===== src/rtl/dat_pkg.sv =====
// Package for the dual answer-tone detector: payload types, coefficients,
// decision codes and register indexes. No dependencies.
package dat_pkg;

    localparam int unsigned HistDepth = 24;
    localparam int unsigned HistAw    = 5;

    typedef struct packed {
        logic signed [15:0] sample;
        logic               last_of_block;
    } in_beat_t;

    typedef struct packed {
        logic [2:0]  decision;
        logic [21:0] total_energy;
        logic [21:0] energy_tone_a;
        logic [21:0] energy_tone_b;
    } out_beat_t;

    typedef enum logic [2:0] {
        DEC_NOSIG   = 3'd0,
        DEC_A       = 3'd1,
        DEC_A_CONF  = 3'd2,
        DEC_B       = 3'd3,
        DEC_B_CONF  = 3'd4,
        DEC_OTHER   = 3'd5
    } decision_t;

    localparam logic [1:0] REG_RATIO        = 2'd0;
    localparam logic [1:0] REG_ENERGY_FLOOR = 2'd1;
    localparam logic [1:0] REG_HOLD_LIMIT   = 2'd2;

    localparam logic [7:0]  RATIO_RESET        = 8'd226;
    localparam logic [21:0] ENERGY_FLOOR_RESET = 22'd1;
    localparam logic [14:0] HOLD_LIMIT_RESET   = 15'd1280;

    localparam logic [7:0] SM_KEEP = 8'd205;
    localparam logic [7:0] SM_TAKE = 8'd51;

    // Coefficient for (section, tap). Sections 0..2 bandpass, 3..5 notches.
    // Taps: 0 x[n], 1 x[n-1], 2 x[n-2], 3 y[n-1], 4 y[n-2]; the sign of
    // the feedback taps is folded in so every tap adds.
    function automatic logic signed [17:0] coef(input logic [2:0] sec,
                                                input logic [2:0] tap);
        logic signed [17:0] c;
        c = '0;
        case ({sec, tap})
            {3'd0, 3'd0}: c = 18'sd8192;
            {3'd0, 3'd1}: c = 18'sd0;
            {3'd0, 3'd2}: c = -18'sd8192;
            {3'd0, 3'd3}: c = -18'sd1495;
            {3'd0, 3'd4}: c = -18'sd6862;
            {3'd1, 3'd0}: c = 18'sd8192;
            {3'd1, 3'd1}: c = -18'sd16384;
            {3'd1, 3'd2}: c = 18'sd8192;
            {3'd1, 3'd3}: c = 18'sd1140;
            {3'd1, 3'd4}: c = -18'sd7508;
            {3'd2, 3'd0}: c = 18'sd8192;
            {3'd2, 3'd1}: c = 18'sd16384;
            {3'd2, 3'd2}: c = 18'sd8192;
            {3'd2, 3'd3}: c = -18'sd4185;
            {3'd2, 3'd4}: c = -18'sd7531;
            {3'd3, 3'd0}: c = 18'sd16384;
            {3'd3, 3'd1}: c = 18'sd2571;
            {3'd3, 3'd2}: c = 18'sd16384;
            {3'd3, 3'd3}: c = -18'sd2314;
            {3'd3, 3'd4}: c = -18'sd13271;
            {3'd4, 3'd0}: c = 18'sd16384;
            {3'd4, 3'd1}: c = -18'sd5126;
            {3'd4, 3'd2}: c = 18'sd16384;
            {3'd4, 3'd3}: c = 18'sd4613;
            {3'd4, 3'd4}: c = -18'sd13271;
            {3'd5, 3'd0}: c = 18'sd16384;
            {3'd5, 3'd1}: c = 18'sd6393;
            {3'd5, 3'd2}: c = 18'sd16384;
            {3'd5, 3'd3}: c = -18'sd5753;
            {3'd5, 3'd4}: c = -18'sd13271;
            default:      c = '0;
        endcase
        return c;
    endfunction

endpackage


===== src/rtl/dat_ram.sv =====
// Generic single-port-write, single-port-read RAM with registered read.
// No dependencies.
module dat_ram #(
    parameter int unsigned Width = 16,
    parameter int unsigned Depth = 24
) (
    input  logic                     clk,
    input  logic                     we,
    input  logic [$clog2(Depth)-1:0] waddr,
    input  logic [Width-1:0]         wdata,
    input  logic [$clog2(Depth)-1:0] raddr,
    output logic [Width-1:0]         rdata
);

    logic [Width-1:0] mem [Depth];

    always_ff @(posedge clk)
    begin
        if (we)
        begin
            mem[waddr] <= wdata;
        end
        rdata <= mem[raddr];
    end

endmodule


===== src/rtl/dat_filter.sv =====
// Six biquad sections on one shared MAC; history lives in a RAM.
// Depends on dat_pkg and dat_ram.
module dat_filter (
    input  logic               clk,
    input  logic               rst_n,
    input  logic               start,
    input  logic signed [15:0] x_in,
    output logic               done,
    output logic signed [15:0] band,
    output logic signed [15:0] ya,
    output logic signed [15:0] yc
);
    import dat_pkg::*;

    typedef enum logic [2:0] {S_IDLE, S_READ, S_MAC, S_WB, S_FIN} st_t;

    // History per section s at 4*s: x1, x2, y1, y2. RAM has no reset; a
    // clearing pass after reset writes zeros.
    st_t                 st_reg;
    logic [2:0]          sec_reg;
    logic [2:0]          tap_reg;
    logic [HistAw-1:0]   clr_reg;
    logic                clr_busy_reg;
    logic signed [31:0]  acc_reg;
    logic signed [15:0]  xs_reg;
    logic signed [15:0]  band_reg, ya_reg, yc_reg;
    logic signed [15:0]  h_reg [4];
    logic                done_reg;
    logic [1:0]          wb_reg;
    logic signed [15:0]  yout_reg;

    logic                we;
    logic [HistAw-1:0]   waddr, raddr;
    logic [15:0]         wdata, rdata;
    logic signed [15:0]  op;
    logic signed [33:0]  prod;
    logic [31:0]         acc_next;
    logic signed [15:0]  y_raw;
    logic signed [15:0]  y_post;

    dat_ram #(.Width(16), .Depth(HistDepth)) u_hist (
        .clk(clk), .we(we), .waddr(waddr), .wdata(wdata),
        .raddr(raddr), .rdata(rdata)
    );

    always_comb
    begin
        case (tap_reg)
            3'd0:    op = xs_reg;
            3'd1:    op = h_reg[0];
            3'd2:    op = h_reg[1];
            3'd3:    op = h_reg[2];
            3'd4:    op = h_reg[3];
            default: op = '0;
        endcase
        prod     = coef(sec_reg, tap_reg) * op;
        acc_next = acc_reg + prod[31:0];
        // bandpass: bits 14..28 doubled; notch: bits 14..29
        if (sec_reg < 3'd3)
        begin
            y_raw = {acc_reg[28:14], 1'b0};
        end
        else
        begin
            y_raw = acc_reg[29:14];
        end
        if (sec_reg == 3'd2 || sec_reg > 3'd2)
        begin
            y_post = y_raw;
        end
        else
        begin
            y_post = y_raw >>> 3;
        end
    end

    // write back x1<=x, x2<=x1, y1<=y, y2<=y1 in turn
    always_comb
    begin
        we    = clr_busy_reg || st_reg == S_WB;
        waddr = clr_busy_reg ? clr_reg : HistAw'({sec_reg, wb_reg});
        case (wb_reg)
            2'd0:    wdata = xs_reg;
            2'd1:    wdata = h_reg[0];
            2'd2:    wdata = y_raw;
            default: wdata = h_reg[2];
        endcase
        if (clr_busy_reg)
        begin
            wdata = '0;
        end
        raddr = HistAw'({sec_reg, tap_reg[1:0]});
    end

    always_ff @(posedge clk or negedge rst_n)
    begin
        if (!rst_n)
        begin
            st_reg       <= S_IDLE;
            sec_reg      <= '0;
            tap_reg      <= '0;
            wb_reg       <= '0;
            clr_reg      <= '0;
            clr_busy_reg <= 1'b1;
            done_reg     <= 1'b0;
        end
        else
        begin
            done_reg <= 1'b0;
            if (clr_busy_reg)
            begin
                clr_reg <= clr_reg + 1'b1;
                if (clr_reg == HistAw'(HistDepth - 1))
                begin
                    clr_busy_reg <= 1'b0;
                end
            end
            case (st_reg)
                S_IDLE:
                begin
                    if (start)
                    begin
                        xs_reg  <= x_in >>> 3;
                        sec_reg <= '0;
                        tap_reg <= '0;
                        st_reg  <= S_READ;
                    end
                end
                S_READ:
                begin
                    // tap_reg counts reads 0..3; data lands in the cycle after its read
                    if (tap_reg != 3'd0)
                    begin
                        h_reg[tap_reg[1:0] - 2'd1] <= rdata;
                    end
                    if (tap_reg == 3'd4)
                    begin
                        tap_reg <= '0;
                        acc_reg <= '0;
                        st_reg  <= S_MAC;
                    end
                    else
                    begin
                        tap_reg <= tap_reg + 3'd1;
                    end
                end
                S_MAC:
                begin
                    acc_reg <= acc_next;
                    if (tap_reg == 3'd4)
                    begin
                        wb_reg <= '0;
                        st_reg <= S_WB;
                    end
                    tap_reg <= tap_reg + 3'd1;
                end
                S_WB:
                begin
                    wb_reg <= wb_reg + 2'd1;
                    if (wb_reg == 2'd3)
                    begin
                        yout_reg <= y_post;
                        st_reg   <= S_FIN;
                    end
                end
                S_FIN:
                begin
                    tap_reg <= '0;
                    st_reg  <= S_READ;
                    sec_reg <= sec_reg + 3'd1;
                    case (sec_reg)
                        3'd0, 3'd1:
                        begin
                            xs_reg <= yout_reg;
                        end
                        3'd2:
                        begin
                            xs_reg   <= yout_reg;
                            band_reg <= yout_reg;
                        end
                        3'd3:
                        begin
                            ya_reg <= yout_reg;
                            xs_reg <= band_reg;
                        end
                        3'd4:
                        begin
                            xs_reg <= yout_reg;
                        end
                        default:
                        begin
                            yc_reg   <= yout_reg;
                            done_reg <= 1'b1;
                            st_reg   <= S_IDLE;
                        end
                    endcase
                end
                default: st_reg <= S_IDLE;
            endcase
        end
    end

    assign done = done_reg;
    assign band = band_reg;
    assign ya   = ya_reg;
    assign yc   = yc_reg;

endmodule


===== config.mk =====
export PLATFORM = sky130hd
export DESIGN_NAME = dat_filter
export DESIGN_NICKNAME = d
export VERILOG_FILES = /design/src/rtl/dat_pkg.sv /design/src/rtl/dat_ram.sv /design/src/rtl/dat_filter.sv
export SDC_FILE = /design/constraint.sdc
export NUM_CORES = 1
export LEC_CHECK = 0
export BUFFER_PORTS_ARGS = -buffer_cell sky130_fd_sc_hd__buf_2
export CAP_MARGIN = 20
export CORE_MARGIN = 2
export CORE_UTILIZATION = 50
export CTS_CLUSTER_SIZE = 12
export DETAILED_ROUTE_END_ITERATION = 10
export GPL_TIMING_DRIVEN = 0
export PLACE_DENSITY = 0.66
export SLEW_MARGIN = 40
export SYNTH_ARGS = -nofsm -noshare
export SYNTH_HDL_FRONTEND = slang
export SYNTH_SLANG_ARGS = --single-unit
export TNS_END_PERCENT = 1

===== constraint.sdc =====
create_clock -name clk -period 20 [get_ports clk]
set_input_delay 1 -clock clk [delete_from_list [all_inputs] [get_ports clk]]
set_output_delay 1 -clock clk [all_outputs]
set_load 0.05 [all_outputs]

**After elaboration in Yosys (flattened, before gate mapping)**

Memories as Yosys holds them, arrays and structs flattened. A register that Yosys moved wholly into a read port is not among the register bits.
Cells that the tools add are included.

- Reduce and logical (&&, ||, !) cells: 24
- Multiply operators: 1
- Bitwise logic cells: 1
- Multiplexer cells: 32
- $lt $le $gt $ge: 2
- Equality and inequality tests: 21
- $add $sub $neg: 6

Operators with widths:

| operator | number |
|---|---|
| $pmux W16 S5 | 1 |
| $pmux W16 S2 | 2 |
| $pmux W32 S2 | 1 |
| $mux W16 | 3 |
| $pmux W16 S3 | 1 |
| $add A32 B32 Y32 | 1 |
| $mul A18 B16 Y32 | 1 |
| $mux W32 | 1 |
| $eq A3 B2 Y1 const B | 6 |
| $mux W3 | 6 |
| $mux W15 | 1 |
| $pmux W3 S5 | 1 |
| $reduce_and A3 Y1 | 5 |
| $pmux W3 S4 | 1 |
| $mux W1 | 10 |
| $eq A3 B1 Y1 const B | 3 |
| $eq A3 B3 Y1 const B | 3 |
| $logic_not A3 Y1 | 3 |
| $reduce_and A4 Y1 | 2 |
| $add A3 B1 Y3 const B | 2 |
| $ne A2 B2 Y1 const B | 3 |
| $pmux W3 S2 | 1 |
| $reduce_and A2 Y1 | 3 |
| $reduce_bool A2 Y1 | 3 |
| 21 further kinds | 23 |

- Word-level logic and storage cells: 103
- Register bits after elaboration: 130
- Bits in read-only memories: 1152
- Memories: 3
- Output and inout bits: 49
- RAM bits: 448
- Input port bits: 19

Memory list:

| memory | depth | bits a word | read ports | clocked after Yosys merged registers in | write ports | line | RTL |
|---|---|---|---|---|---|---|---|
| (name not given) | 64 | 18 | 1 | 0 | 0 | dat_pkg.sv:47 | `case ({sec, tap})` |
| u_hist.mem | 24 | 16 | 1 | 1 | 1 | dat_ram.sv:15 | `logic [Width-1:0] mem [Depth];` |
| h_reg | 4 | 16 | 4 | 0 | 1 | dat_filter.sv:27 | `logic signed [15:0] h_reg [4];` |

**Depth between registers and ports, before layout**

- Word-level depth: 5
- Mapped depth: 35
- Depth with buffers taken out: 30

**Hierarchy**

Synthesis repeated with hierarchy kept, for this count alone.

- Cell total of the unflattened synthesis: 2564
- Area total of the unflattened synthesis: 34197.8 um^2

By module, submodules not included:

| module | times used | area each (um^2) | cells an instance | seq. area each (um^2) |
|---|---|---|---|---|
| dat_filter | 1 | 18943.2 | 1841 | 5676.7 |
| dat_ram | 1 | 15254.6 | 723 | 11851.4 |

**Worst setup path after synthesis**

OpenSTA, ideal clock, no wires.

- Kind: register to register
- Start point: register tap_reg[1]
- End point: register acc_reg[23], data pin
- Clock period less this slack: 8451 ps
- Path slack: 11549 ps
- Arrival: 8316 ps
- Cell stages (with the launch flop): 31
- Setup time: 135 ps
- Buffers on the path: 4
- Data required time: 19865 ps
- Cell sequence: dfrtp_1 -> clkbuf_1 -> clkbuf_1 -> clkbuf_1 -> inv_1 -> ha_1 -> and2_4 -> buf_6 -> a21oi_1 -> nor2_1 -> o32ai_1 -> nor2_1 -> fa_1 -> inv_1 -> fa_1 -> fa_1 -> fa_1 -> inv_1 -> fa_1 -> inv_1 -> fa_1 -> inv_1 -> ha_1 -> a21oi_1 -> o21bai_1 -> nand2b_1 -> o31a_1 -> o211a_1 -> o21a_1 -> or4_1 -> nand3_1

- Longest elaborated chain between the ends: 5
- Elaborated cells between the ends (all ways): 10
- Classes of those cells: add/sub (1); mul (1); eq/ne (4); mux (2); reduce/logical (1); memory (1)

Ends and longest elaborated chain:

| element | line | RTL |
|---|---|---|
| from (decl) | dat_filter.sv:21 | `logic [2:0] tap_reg;` |
| from (signal assigned) | dat_filter.sv:144 | `tap_reg <= tap_reg + 3'd1;` |
| from (signal assigned) | dat_filter.sv:155 | `tap_reg <= tap_reg + 3'd1;` |
| branches (longest 2 deep; another with $mem_v2 Z64 W18) | n/a |  |
| $mul A18 B16 Y32 * | dat_filter.sv:56 | `prod = coef(sec_reg, tap_reg) * op;` |
| $add A32 B32 Y32 * | dat_filter.sv:57 | `acc_next = acc_reg + prod[31:0];` |
| $pmux W32 S2 * | dat_filter.sv:118 | `case (st_reg)` |
| to (signal assigned) | dat_filter.sv:149 | `acc_reg <= acc_next;` |
| to (decl) | dat_filter.sv:24 | `logic signed [31:0] acc_reg;` |

Every way passes the cells marked *.
A chain may end at the register's enable or synchronous reset.

**Worst setup path after layout**

- Start point: register tap_reg[1]
- End point: register acc_reg[29], data pin

Same word-level chain as after synthesis.

==> results.md <==
- CP max stage cell: clkbuf_1
- Die Wd: 264.4 um
- Final setup skew: 0.04522 ns
- Fin nets: 3075
- Routability cong.: 0.9456
- Largest family of logic cells by synthesized area: adder cells
- Largest net degree at the start of global routing: 25
- Area Growth Syn to Fin: 12.73%
- Max FFs per register: 384
- Post-layout min period: 11.11 ns
- Vias per cell: 5.893
- Post-Syn Area: 33920 sq um
- WP buf/inv: 12
- Synth Area in Simple Gates: 7.489%
- Number of max-cap violations: 0
- Congestion Overflow GR: 0
- Initial antenna violation count: 0
- Post-Syn Area per Cell: 13.56 sq um
- Most used cell, CP: fa_1
- Antenna Violating Nets Remaining: 0
- Post-synth ARST share: 3.041%
- Die area: 69930 sq um
- CP endpoint kind: flip-flop
- Tcrit/Tclk final: 55.57%
- Crit path DAT: 11.58 ns
- Dominant cell type by area after synthesis: edfxtp_1
- Drc violations: 0
- # port buffers: 64
- Synth top area share: 49.41%
- Critical path class: reg -> reg
- Setup crit start kind: flip-flop
- Standard-cell row count: 95
- Netlist cell types: 66
- # IOs: 68
- Number of buffers created by CTS: 61
- Syn Inst Count: 2501
- Yosys synthesis warning count: 0
- Mux share of post-synthesis cell area: 8.806%
- Crit path required time: 20.46 ns
- Number of diodes: 0
- Post-synth EDFFs: 558
- Final setup TNS: 0 ns
- Area contributors post-synth: edfxtp_1 49%, fa_1 16%, mux4_2 7.4%
- RSZ-0062 raised after global routing: no
- Global router's overall resource usage: 27.25%
- Final HPWL from detailed placement: 70.78 mm
- XOR/XNOR Fraction of Synth Area: 1.022%
- Chip height: 264.4 um
- Fmax: 89.98 MHz
- Synth Area in Compound Gates: 5.427%
- Vias in the first global route: 21.96k
- Post-cts sizing count: 0
- Hold buffers post-CTS: 0
- Core ar.: 67160 sq um
- Syn_nets: 2907
- Starting DRT DRC Count: 2194
- First-pass GRT wire length: 140.7 mm
- Max transition margin: 34.93%
- TritonCTS Sinks: 592
- Clock root buffer: clkbuf_16
- Worst-path clk slew: 0.07 ns
- Most used DFF post-synth: edfxtp_1
- # Post-CTS Setup Buffers: 0
- Worst skew pair latency: 0.66 ns
- Final Max Tran Viols: 0
- Drt first pass iters: 5
- CTS tree: built
- Critical path fanouts, max: 10
- Via count: 21.12k
- Status: finished, final reports clean
- Initial cell density of the core: 50.50%
- Worst slew pin tran: 0.9658 ns
- Final hold violations: 0
- Share of cells above drive strength 1: 14.98%
- Final setup viols: 0
- Synth Register Bits: 592
- H-tree levels: 2
- Sequential area share after synthesis: 51.68%
- Critical path's top delay family: adder cells
- Max stage delay on crit path: 0.68 ns
- Clock buffer depth: 3
- Post-Synth Adder-Cell Area: 20.39%
- Post-Route WL: 92.78 mm
- Class of the worst hold path: in -> async
- WL/cell: 25.89 um
-- worst register-to-register path, delay by kind of cell, from the launching register on --
family,cells,cell delay (ns)
compound gates,6,1.45
fa+ha+maj,8,3.68
buf+inv,12,3.59
flops,1,0.42
simple gates,7,1.80
-- layer usage --
| metal | up-vias | GRT usage [%] | wire, um |
|---|---|---|---|
| li1 | 9062 | - | - |
| met1 | 10960 | 39.48 | 39090 |
| met2 | 947 | 43.84 | 43960 |
| met3 | 156 | 3.140 | 6953 |
| met4 | 0 | 8.262 | 2776 |
| met5 | - | 0 | 0 |
-- logic make-up (layout without fill, tap and decap cells) --
group | Yosys count | after routing
and+or+nand+nor | 585 | 585
muxes | 158 | 158
AOI/OAI and AO/OA | 279 | 279
DFF | 592 | 592
xor gates and xnor gates | 38 | 38
adders and majority gates | 387 | 387
buffers and inverters | 462 | 672
-- layout make-up --
type                       instances  area (sq um)
fill                            5333         28930
sequential                       592         17530
multi-input combinational       1447         15110
clock buffer                      88          1679
inverter                         347          1303
tap                              873          1092
timing repair buffer             105         823.3
buffer                           115         467.9
clock inverter                    17         229.0
-- layout by cell type (no fill, tap or decap), types with 11 or more instances in the layout --
cell type	n
edfxtp_1	558
inv_1	347
fa_1	276
nor2_1	207
nand2_1	198
mux4_2	112
ha_1	111
clkbuf_1	103
buf_2	81
clkbuf_16	62
o21ai_0	57
a21oi_1	55
mux2i_1	41
nand3_1	30
xnor2_1	26
nor2_4	25
a22oi_1	22
nor2b_1	20
a31oi_1	20
nor3_1	19
a21o_1	18
nand2b_1	17
dfrtp_1	17
buf_4	17
a221oi_1	16
dfxtp_1	16
and2_1	14
buf_8	14
and2_2	13
buf_1	11
xor2_1	11
-- cell usage after synthesis, drive strengths merged (6+ instances only) --
| master | n |
|---|---|
| edfxtp | 558 |
| inv | 347 |
| fa | 276 |
| nor2 | 235 |
| nand2 | 198 |
| mux4 | 112 |
| ha | 111 |
| clkbuf | 87 |
| o21ai | 64 |
| a21oi | 60 |
| mux2i | 43 |
| nand3 | 30 |
| and2 | 28 |
| buf | 28 |
| xnor2 | 26 |
| a22oi | 23 |
| a221oi | 22 |
| a31oi | 21 |
| nor2b | 21 |
| nor3 | 19 |
| a21o | 18 |
| dfrtp | 17 |
| nand2b | 17 |
| dfxtp | 16 |
| xor2 | 11 |
| o21a | 8 |
| o22ai | 8 |
| or2 | 8 |
| and3 | 7 |
| a211oi | 6 |
| a32oi | 6 |
-- per-stage QoR --
stage | std cells | hold slack, ns | area, sq um | utilization [%] | setup slack (ns)
5_1_grt | 3584 | 0.3596 | 38230 | 56.93 | 8.354
3_3_place_gp | 3438 | 0.4465 | 35330 | 52.60 | 8.745
2_1_floorplan | 2501 | 0.4383 | 33920 | - | 11.55
3_5_place_dp | 3475 | 0.4611 | 36270 | 54.01 | 8.869
4_1_cts | 3580 | 0.3168 | 38180 | 56.85 | 8.777
6_report | 3584 | 0.3429 | 38230 | 56.93 | 8.887
-- path summary, 6_finish.rpt --
path	slack, ns	from	cells after the start	to
max in group asynchronous	19.27	rst_n	1	clr_reg[1]
worst min register to register	0.48	u_hist.rdata[10]	0	h_reg[0][10]
worst max-delay path	8.89	tap_reg[1]	33	acc_reg[29]
worst min-delay path	0.34	rst_n	1	wb_reg[0]
worst max register to register	8.89	tap_reg[1]	33	acc_reg[29]
min in group clk	0.48	u_hist.rdata[10]	0	h_reg[0][10]
Power is not shown: default switching activity piles up to over one toggle a cycle in this logic, so the estimate is an artifact.
